==> src/design/assert_macros.svh <==
// ----------------------------------------------------------------------------
// Assertion macros
// Shared concurrent assertion forms, clocked on clk and disabled in reset.
// ----------------------------------------------------------------------------
`ifndef ASSERT_MACROS_SVH
`define ASSERT_MACROS_SVH

// Same-cycle implication.
`define ASSERT_IMPLIES(lbl, ante, cons, msg) \
    lbl: assert property (@(posedge clk) disable iff (!rst_n) (ante) |-> (cons)) \
        else $error(msg);

// Next-cycle implication.
`define ASSERT_NEXT(lbl, ante, cons, msg) \
    lbl: assert property (@(posedge clk) disable iff (!rst_n) (ante) |=> (cons)) \
        else $error(msg);

`endif

==> src/design/mpbd_pkg.sv <==
// ----------------------------------------------------------------------------
// mpbd_pkg
// Types and constants shared by the mipmap pyramid box downsampler.
// ----------------------------------------------------------------------------
package mpbd_pkg;

    localparam int DEF_MAX_WIDTH = 4096;
    localparam int DEF_LEVELS    = 12;

    localparam int CFG_W   = 13;   // image size registers
    localparam int CNT_W   = 13;   // position counters inside a stage
    localparam int CH_W    = 8;    // one color channel
    localparam int PSUM_W  = 9;    // sum of two channel values
    localparam int LEVEL_W = 4;
    localparam int POS_W   = 11;

    localparam logic [CFG_W-1:0] WIDTH_RESET  = CFG_W'(256);
    localparam logic [CFG_W-1:0] HEIGHT_RESET = CFG_W'(256);

    typedef enum logic {
        REG_IMAGE_WIDTH  = 1'b0,
        REG_IMAGE_HEIGHT = 1'b1
    } reg_index_t;

    typedef struct packed {
        logic [CH_W-1:0] red;
        logic [CH_W-1:0] green;
        logic [CH_W-1:0] blue;
    } rgb_t;

    typedef struct packed {
        logic [PSUM_W-1:0] red;
        logic [PSUM_W-1:0] green;
        logic [PSUM_W-1:0] blue;
    } psum_t;

    // one result slot of the bundle that travels with a pixel
    typedef struct packed {
        logic             hit;
        logic [POS_W-1:0] col;
        logic [POS_W-1:0] row;
        rgb_t             color;
    } slot_t;

    // pixel handed from one cell to the next
    typedef struct packed {
        logic valid;
        logic act;
        rgb_t pix;
    } link_t;

    typedef struct packed {
        logic adv;
        logic clear;
    } ctrl_t;

endpackage

==> src/design/mpbd_serializer.sv <==
// ----------------------------------------------------------------------------
// mpbd_serializer
// Unpack a result bundle into output beats, lowest level first.
// ----------------------------------------------------------------------------
module mpbd_serializer #(
    parameter int LEVELS = 12
) (
    input  logic                         clk,
    input  logic                         rst_n,
    input  logic                         tail_valid,
    input  mpbd_pkg::slot_t [LEVELS-1:0] bundle_in,
    output logic                         take,
    output logic                         out_valid,
    input  logic                         out_ready,
    output logic [mpbd_pkg::LEVEL_W-1:0] out_level,
    output mpbd_pkg::slot_t              out_slot,
    output logic                         out_last
);
    import mpbd_pkg::*;

    localparam int IDX_W  = $clog2(LEVELS + 1);
    localparam int SLOT_W = (LEVELS > 1) ? $clog2(LEVELS) : 1;

    logic               busy_reg, busy_next;
    logic [IDX_W-1:0]   idx_reg, idx_next;
    slot_t [LEVELS-1:0] bundle_reg;
    logic [LEVELS:0]    hits;
    logic [IDX_W-1:0]   idx_inc;

    always_comb
    begin
        hits[LEVELS] = 1'b0;
        for (int i = 0; i < LEVELS; i++)
        begin
            hits[i] = bundle_reg[i].hit;
        end
    end

    assign idx_inc   = IDX_W'(idx_reg + IDX_W'(1));
    assign out_last  = !hits[idx_inc];
    assign out_valid = busy_reg;
    assign out_slot  = bundle_reg[idx_reg[SLOT_W-1:0]];
    assign out_level = LEVEL_W'(idx_inc);
    assign take      = !busy_reg || (out_ready && out_last);

    always_comb
    begin
        busy_next = busy_reg;
        idx_next  = idx_reg;
        if (tail_valid && take)
        begin
            busy_next = bundle_in[0].hit;
            idx_next  = '0;
        end
        else if (busy_reg && out_ready)
        begin
            if (out_last)
            begin
                busy_next = 1'b0;
            end
            else
            begin
                idx_next = idx_inc;
            end
        end
    end

    always_ff @(posedge clk or negedge rst_n)
    begin
        if (!rst_n)
        begin
            busy_reg <= 1'b0;
            idx_reg  <= '0;
        end
        else
        begin
            busy_reg <= busy_next;
            idx_reg  <= idx_next;
        end
    end

    always_ff @(posedge clk)
    begin
        if (tail_valid && take)
        begin
            bundle_reg <= bundle_in;
        end
    end

endmodule

==> config.mk <==
export PLATFORM = sky130hd
export DESIGN_NAME = mpbd_serializer
export DESIGN_NICKNAME = d
export VERILOG_FILES = /design/src/design/assert_macros.svh /design/src/design/mpbd_pkg.sv /design/src/design/mpbd_serializer.sv
export SDC_FILE = /design/constraint.sdc
export NUM_CORES = 1
export LEC_CHECK = 0
export BUFFER_PORTS_ARGS = -buffer_cell sky130_fd_sc_hd__buf_2
export CORE_AREA = 2 2 240 242
export CTS_CLUSTER_DIAMETER = 200
export DETAILED_ROUTE_END_ITERATION = 10
export DIE_AREA = 0 0 242 244
export SLEW_MARGIN = 20
export SYNTH_ARGS = -nofsm -noshare
export SYNTH_HDL_FRONTEND = slang
export SYNTH_SLANG_ARGS = --single-unit
==> constraint.sdc <==
create_clock -name clk -period 39.6 [get_ports clk]
set_clock_uncertainty 0.05 [all_clocks]
set_input_delay 7.92 -clock clk [delete_from_list [all_inputs] [get_ports clk]]
set_output_delay 7.92 -clock clk [all_outputs]
set_load 0.05 [all_outputs]
==> metrics.md, run 1 <==
| Metric | Value |
|---|---|
| Post-Synth XOR/XNOR Area | 0.00167 |
| GRT Total Usage | 0.190 |
| Worst-margin pin slew | 1.07 ns |
| Syn. warnings | 0 |
| Synthesized area per cell | 23.2 sq um |
| Min cycle time layout | 16.42 ns |
| Netlist cell types | 29 |
| Largest net degree at the start of global routing | 181 |
| DRC viols | 0 |
| WL per Instance | 23.7 um |
| Max FO, Critical Path | 3 |
| FF+latch count, synth | 569 |
| Port buffer count | 621 |
| Worst min path class | register to register |
| Post-Syn Instances | 937 |
| Area grow syn2layout | 26.8% |
| Post-synthesis compound-gate area fraction | 0.0152 |
| Syn Nets | 1506 |
| Simple-gate share of the synthesized area | 0.0115 |
| Largest register FFs | 564 |
| Max Root-Sink Buffers | 3 |
| Mapped Area | 21700 sq um |
| Fraction of layout cells with a size suffix above 1 | 0.531 |
| Initial core utilization | 0.387 |
| CP max-delay cell | buf_2 |
| Sink Count | 569 |
| Required time of the critical path | 31.63 ns |
| TritonCTS clock tree | yes |
| Slew headroom | 0.285 |
| Die Y | 244 um |
| CP endpoint | take |
| Max Fclk | 60.9 MHz |
| First-pass GRT wire length | 81700 um |
| Core region area | 56200 sq um |
| Worst Path Arrival | 8.45 ns |
| Reg2Reg Depth | 9 |
| Worst-Skew Late Latency | 0.60 ns |
| Crit path max-delay family | buffers and inverters |
| Flop2flop setup slack | 32.02 ns |
| Max rail drop VDD | 0.0825 mV |
| Vias in the first global route | 12858 |
| Worst setup path class | input pin to output pin |
| Initial antenna violation count | 30 |
| Mux share of post-synthesis cell area | 0.172 |
| Die Wd | 242 um |
| Final wirelength | 57000 um |
| Outcome | finished, final reports clean |
| RSZ-0062 raised after global routing | no |
| Final Wtd Congestion | 0.867 |
| Startpoint types | input pin |
| Die area | 59000 sq um |
| Buf/Inv on CP | 3 |
| CP startpoint | out_ready |
| Setup TNS | 0 ns |
| Critical Path Sink Type | output pin |
| Worst flop-to-flop path endpoint | bundle_reg[234] |
| Pleak | 9.89 nW |
| Total number of vias | 11847 |
| Worst path max stage delay | 0.28 ns |
| Sequential area share after synthesis | 0.786 |
| Max Slew Vio Count | 0 |
| CP Depth | 4 |
| First-pass iteration count of the detailed router | 5 |
| Tcrit/Tclk final | 0.415 |
| Max Cap Viol | 0 |
| Clock root cell | clkbuf_16 |
| First-iteration detailed-routing DRC count | 710 |
| Antenna viol nets, final | 0 |
| Clock transition at the registers of the reported paths | 0.06 ns |
| Most common cell after layout, fill and taps aside | buf_2 |
| Hold buffers post-CTS | 0 |
| Hpwl dp | 40100 um |
| Cts bufs inserted | 61 |
| Htree depth | 2 |
| Commonest non-fill, non-tap cells in the layout | 621 x buf_2, 564 x edfxtp_1, 144 x mux4_2, 61 x clkbuf_16, 52 x nand2_1 |
| Nets | 2155 |
| # resized after CTS | 0 |
| Critical-path cell list | buf_2 > inv_1 > o21ai_1 > buf_2 |
| Ports | 622 |
| Setup Viol. Count Final | 0 |
| Grt ovf | 0 |
| Row Count | 87 |
| Final hold violations | 0 |
| Largest family of logic cells by synthesized area | multiplexers |
| Synth Area in Adders | 0.000576 |
| Post-CTS setup buffer count | 0 |
| Cell Pwr Density | 71.5 nW/um^2 |
| Most used cell, CP | buf_2 |
| Final Power | 1.97 mW |
| Reg-to-reg startpoint | idx_reg[0] |
| Via density | 4.92 |
-- synthesized netlist by cell type --
| library cell | count | area (sq um) |
|---|---|---|
| edfxtp_1 | 564 | 16900 |
| mux4_2 | 144 | 3240 |
| nand2_1 | 52 | 195 |
| mux2i_1 | 49 | 490 |
| o21ai_1 | 36 | 180 |
| buf_2 | 18 | 90.1 |
| o21ai_0 | 12 | 60.1 |
| clkbuf_1 | 11 | 41.3 |
| buf_4 | 10 | 75.1 |
| buf_1 | 7 | 26.3 |
| inv_1 | 6 | 22.5 |
| dfrtp_1 | 5 | 125 |
| a21o_1 | 3 | 22.5 |
| buf_6 | 3 | 33.8 |
| nand2b_1 | 2 | 12.5 |
| nor2_1 | 2 | 7.51 |
| a211oi_4 | 1 | 20.0 |
| a21boi_0 | 1 | 7.51 |
| a22o_1 | 1 | 8.76 |
| a32o_1 | 1 | 10.0 |
| and4_1 | 1 | 8.76 |
| ha_1 | 1 | 12.5 |
| nand3_2 | 1 | 10.0 |
| nor2b_1 | 1 | 6.26 |
| nor3_2 | 1 | 10.0 |
| o22ai_1 | 1 | 6.26 |
| o2bb2ai_2 | 1 | 15.0 |
| xnor2_1 | 1 | 8.76 |
| xnor2_4 | 1 | 27.5 |
-- worst min-delay path by stage --
| stage | to | slack (ns) | start | cells after the start |
|---|---|---|---|---|
| 2_1_floorplan | idx_reg[2] | 0.72 | idx_reg[2] | 4 |
| 3_3_place_gp | out_valid | 0.62 | out_valid | 1 |
| 4_1_cts | out_valid | 0.64 | out_valid | 1 |
| 5_1_grt | out_valid | 0.65 | out_valid | 1 |
| 3_5_place_dp | out_valid | 0.63 | out_valid | 1 |
| 6_report | out_valid | 0.64 | out_valid | 1 |
-- power by group --
group / internal, mW / switching (mW) / total, mW / leakage (nW)
Combinational: 0.191 / 0.327 / 0.518 / 3.62
Sequential: 0.870 / 0.0517 / 0.922 / 5.37
Clock: 0.300 / 0.228 / 0.528 / 0.897
Total: 1.36 / 0.607 / 1.97 / 9.89
-- kinds of logic after synthesis --
kind of cell               count (synthesis)
and+or+nand+nor                           60
muxes                                    193
adders and majority gates                  1
buffers and inverters                     55
DFF                                      569
AOI/OAI and AO/OA                         57
xor gates and xnor gates                   2
-- through the flow --
stage / util / hold WS (ns) / setup WS (ns) / std cells / instance area (sq um)
floorplan: - / 0.723 / 2.62 / 937 / 21700
global placement: 0.457 / 0.620 / 23.17 / 2279 / 25700
detailed placement: 0.457 / 0.626 / 23.18 / 2279 / 25700
CTS: 0.489 / 0.640 / 23.18 / 2391 / 27500
global route: 0.490 / 0.649 / 23.14 / 2397 / 27500
finish: 0.490 / 0.642 / 23.18 / 2406 / 27500
-- final cells by class --
cell class                 count  area, sq um
multi-input combinational    313         4380
sequential                   569        17100
timing repair buffer         635         3230
inverter                       6         22.5
fill                        4785        28600
clock buffer                  72         1570
tap                          756          946
antenna                       15         37.5
clock inverter                40          268
-- metal layers --
metal / global-route usage / share of wire / vias up / routed length, um
met2: 0.331 / 0.52 / 526 / 29400
met5: 0 / 0.0038 / - / 216
met3: 0.0758 / 0.10 / 111 / 5980
met4: 0.0507 / 0.020 / 34 / 1130
li1: - / - / 5263 / -
met1: 0.218 / 0.36 / 5913 / 20300
Note: power is estimated with default switching activity, not from simulation.
==> run 2, diff against run 1 <==
Clock period 39.6 ns to 16.3 ns, I/O delays scaled along.
==> run 2 against run 1 <==
Compared with the run above:
- critical path type is now register to output pin
- sequential power grew 140%
- register-to-register slack lost 22 ns
- die area is the same
- final cell count shrank 0.12%
- via count shrank 0.35%
- wire length shrank 0.82%
- clock-buffer cell count shrank 1
- power grew 150%
- first-iteration DRC count grew 12%
- combinational power grew 140%
- critical endpoint is now out_slot[14]
- clock power grew to 2.6 times the previous value
- global-route usage shrank 0.18 points
==> metrics.md, run 2 (synthesis results as in run 1) <==
| Metric | Value |
|---|---|
| RSZ-0062 raised after global routing | no |
| Critical Path Sink Type | output pin |
| DRC viols | 0 |
| Switching Fraction | 0.301 |
| Clock transition at the registers of the reported paths | 0.06 ns |
| Nets | 2154 |
| Die Y | 244 um |
| Worst setup path class | register to output pin |
| Hpwl dp | 40300 um |
| Die area | 59000 sq um |
| # resized after CTS | 0 |
| Final hold violations | 0 |
| Min-Delay Endpoint | out_valid |
| CP startpoint | idx_reg[0] |
| Via density | 4.91 |
| Max Cap Viol | 0 |
| Post-Route M1 WL | 20600 um |
| Final Wtd Congestion | 0.847 |
| Post-CTS setup buffer count | 0 |
| Fraction of layout cells with a size suffix above 1 | 0.539 |
| Setup Viol. Count Final | 0 |
| Top Layer Used | met5 |
| Final wirelength | 56500 um |
| Min cycle time layout | 7.72 ns |
| Htree depth | 2 |
| Required time of the critical path | 12.99 ns |
| Worst-Skew Late Latency | 0.60 ns |
| Worst-margin pin slew | 1.14 ns |
| Most common cell after layout, fill and taps aside | buf_2 |
| Area grow syn2layout | 27.5% |
| Internal Pwr Total | 3.40 mW |
| WL per Instance | 23.5 um |
| Total number of vias | 11805 |
| Row Count | 87 |
| Layout fillers | 4749 |
| Outcome | finished, final reports clean |
| Setup TNS | 0 ns |
| Met3 WL post-DR | 4820 um |
| Clock group share of total power | 0.283 |
| Max Slew Vio Count | 0 |
| Combinational Power Share | 0.255 |
| Commonest non-fill, non-tap cells in the layout | 621 x buf_2, 564 x edfxtp_1, 144 x mux4_2, 60 x clkbuf_16, 52 x nand2_1 |
| Flop2flop setup slack | 10.15 ns |
| Slew headroom | 0.241 |
| Reg2Reg Depth | 8 |
| Grt ovf | 0 |
| Worst flop-to-flop path endpoint | bundle_reg[387] |
| Tcrit/Tclk final | 0.474 |
| Ports | 622 |
| Worst Path Arrival | 4.41 ns |
| First-pass GRT wire length | 81200 um |
| WHS Path Cells | 1 |
| Antenna viol nets, final | 0 |
| Met2 WL | 29600 um |
| Largest net degree at the start of global routing | 196 |
| Pleak | 9.98 nW |
| GRT Total Usage | 0.188 |
| First-iteration detailed-routing DRC count | 797 |
| Core region area | 56200 sq um |
| Startpoint types | register |
| Worst min path class | register to register |
| Part of the power in registers | 0.462 |
| Die Wd | 242 um |
| Cell Pwr Density | 176 nW/um^2 |
| Max rail drop VDD | 0.143 mV |
| Max FO, Critical Path | 48 |
| Largest register FFs | 564 |
| Sink Count | 569 |
| Reg-to-reg startpoint | idx_reg[0] |
| Clock root cell | clkbuf_16 |
| Hold buffers post-CTS | 0 |
| TritonCTS clock tree | yes |
| Port buffer count | 621 |
| Initial antenna violation count | 30 |
| HP Start | out_valid |
| Initial core utilization | 0.387 |
| First-pass iteration count of the detailed router | 5 |
| Cts bufs inserted | 60 |
| Vias in the first global route | 12738 |
| Net Sw Power | 1.46 mW |
| Max Root-Sink Buffers | 3 |
| Worst hold margin | 0.637 ns |
| Max Fclk | 130 MHz |
==> run 2: how the worst max path moves through the flow <==
stage,slack (ns),to
2_1_floorplan,3.18,bundle_reg[0]
3_3_place_gp,9.06,out_slot[14]
3_5_place_dp,9.02,out_slot[14]
4_1_cts,8.34,out_slot[14]
5_1_grt,8.15,out_slot[14]
6_report,8.58,out_slot[14]
==> run 2: stage by stage <==
| stage | cells | cell area [sq um] | power (mW) | util | setup WS [ns] |
|---|---|---|---|---|---|
| 5_1_grt | 2396 | 27700 | 5.08 | 0.493 | 8.15 |
| 3_5_place_dp | 2279 | 25700 | 3.54 | 0.457 | 9.02 |
| 3_3_place_gp | 2279 | 25700 | 3.51 | 0.457 | 9.06 |
| 2_1_floorplan | 937 | 21700 | 3.35 | - | 3.18 |
| 6_report | 2403 | 27700 | 4.86 | 0.493 | 8.58 |
| 4_1_cts | 2388 | 27600 | 4.93 | 0.492 | 8.34 |
==> run 2: power groups by stage <==
stage / clock network (mW) / logic (mW) / registers [mW]
final: 1.38 / 1.24 / 2.25
after global routing: 1.47 / 1.32 / 2.29
after CTS: 1.41 / 1.26 / 2.26
after detailed placement: 0 / 1.26 / 2.29
after global placement: 0 / 1.24 / 2.27
after floorplan: 0 / 0.970 / 2.37
==> run 2: layout make-up <==
cell class / instances / area, sq um / area share
clock inverters: 38 / 430 / 0.0155
flip-flops and latches: 569 / 17100 / 0.617
multi-input cells: 313 / 4380 / 0.158
clock buffers: 71 / 1560 / 0.0564
inverters: 6 / 22.5 / 0.000813
diodes: 15 / 37.5 / 0.00136
repair buffers: 635 / 3230 / 0.117
well taps: 756 / 946 / 0.0342
==> run 2: worst max-delay path, stage by stage, from the launching register on <==
cell and delay (ns):
dfrtp_4 1.05, buf_4 0.67, buf_4 0.68, mux4_2 0.59, mux2i_1 0.24, o21ai_0 0.19
buf_2 0.27
==> run 2: per-layer routing <==
layer	up-vias	track usage
met1	5923	0.214
li1	5262	-
met5	-	0
met2	469	0.332
met3	115	0.0679
met4	36	0.0574
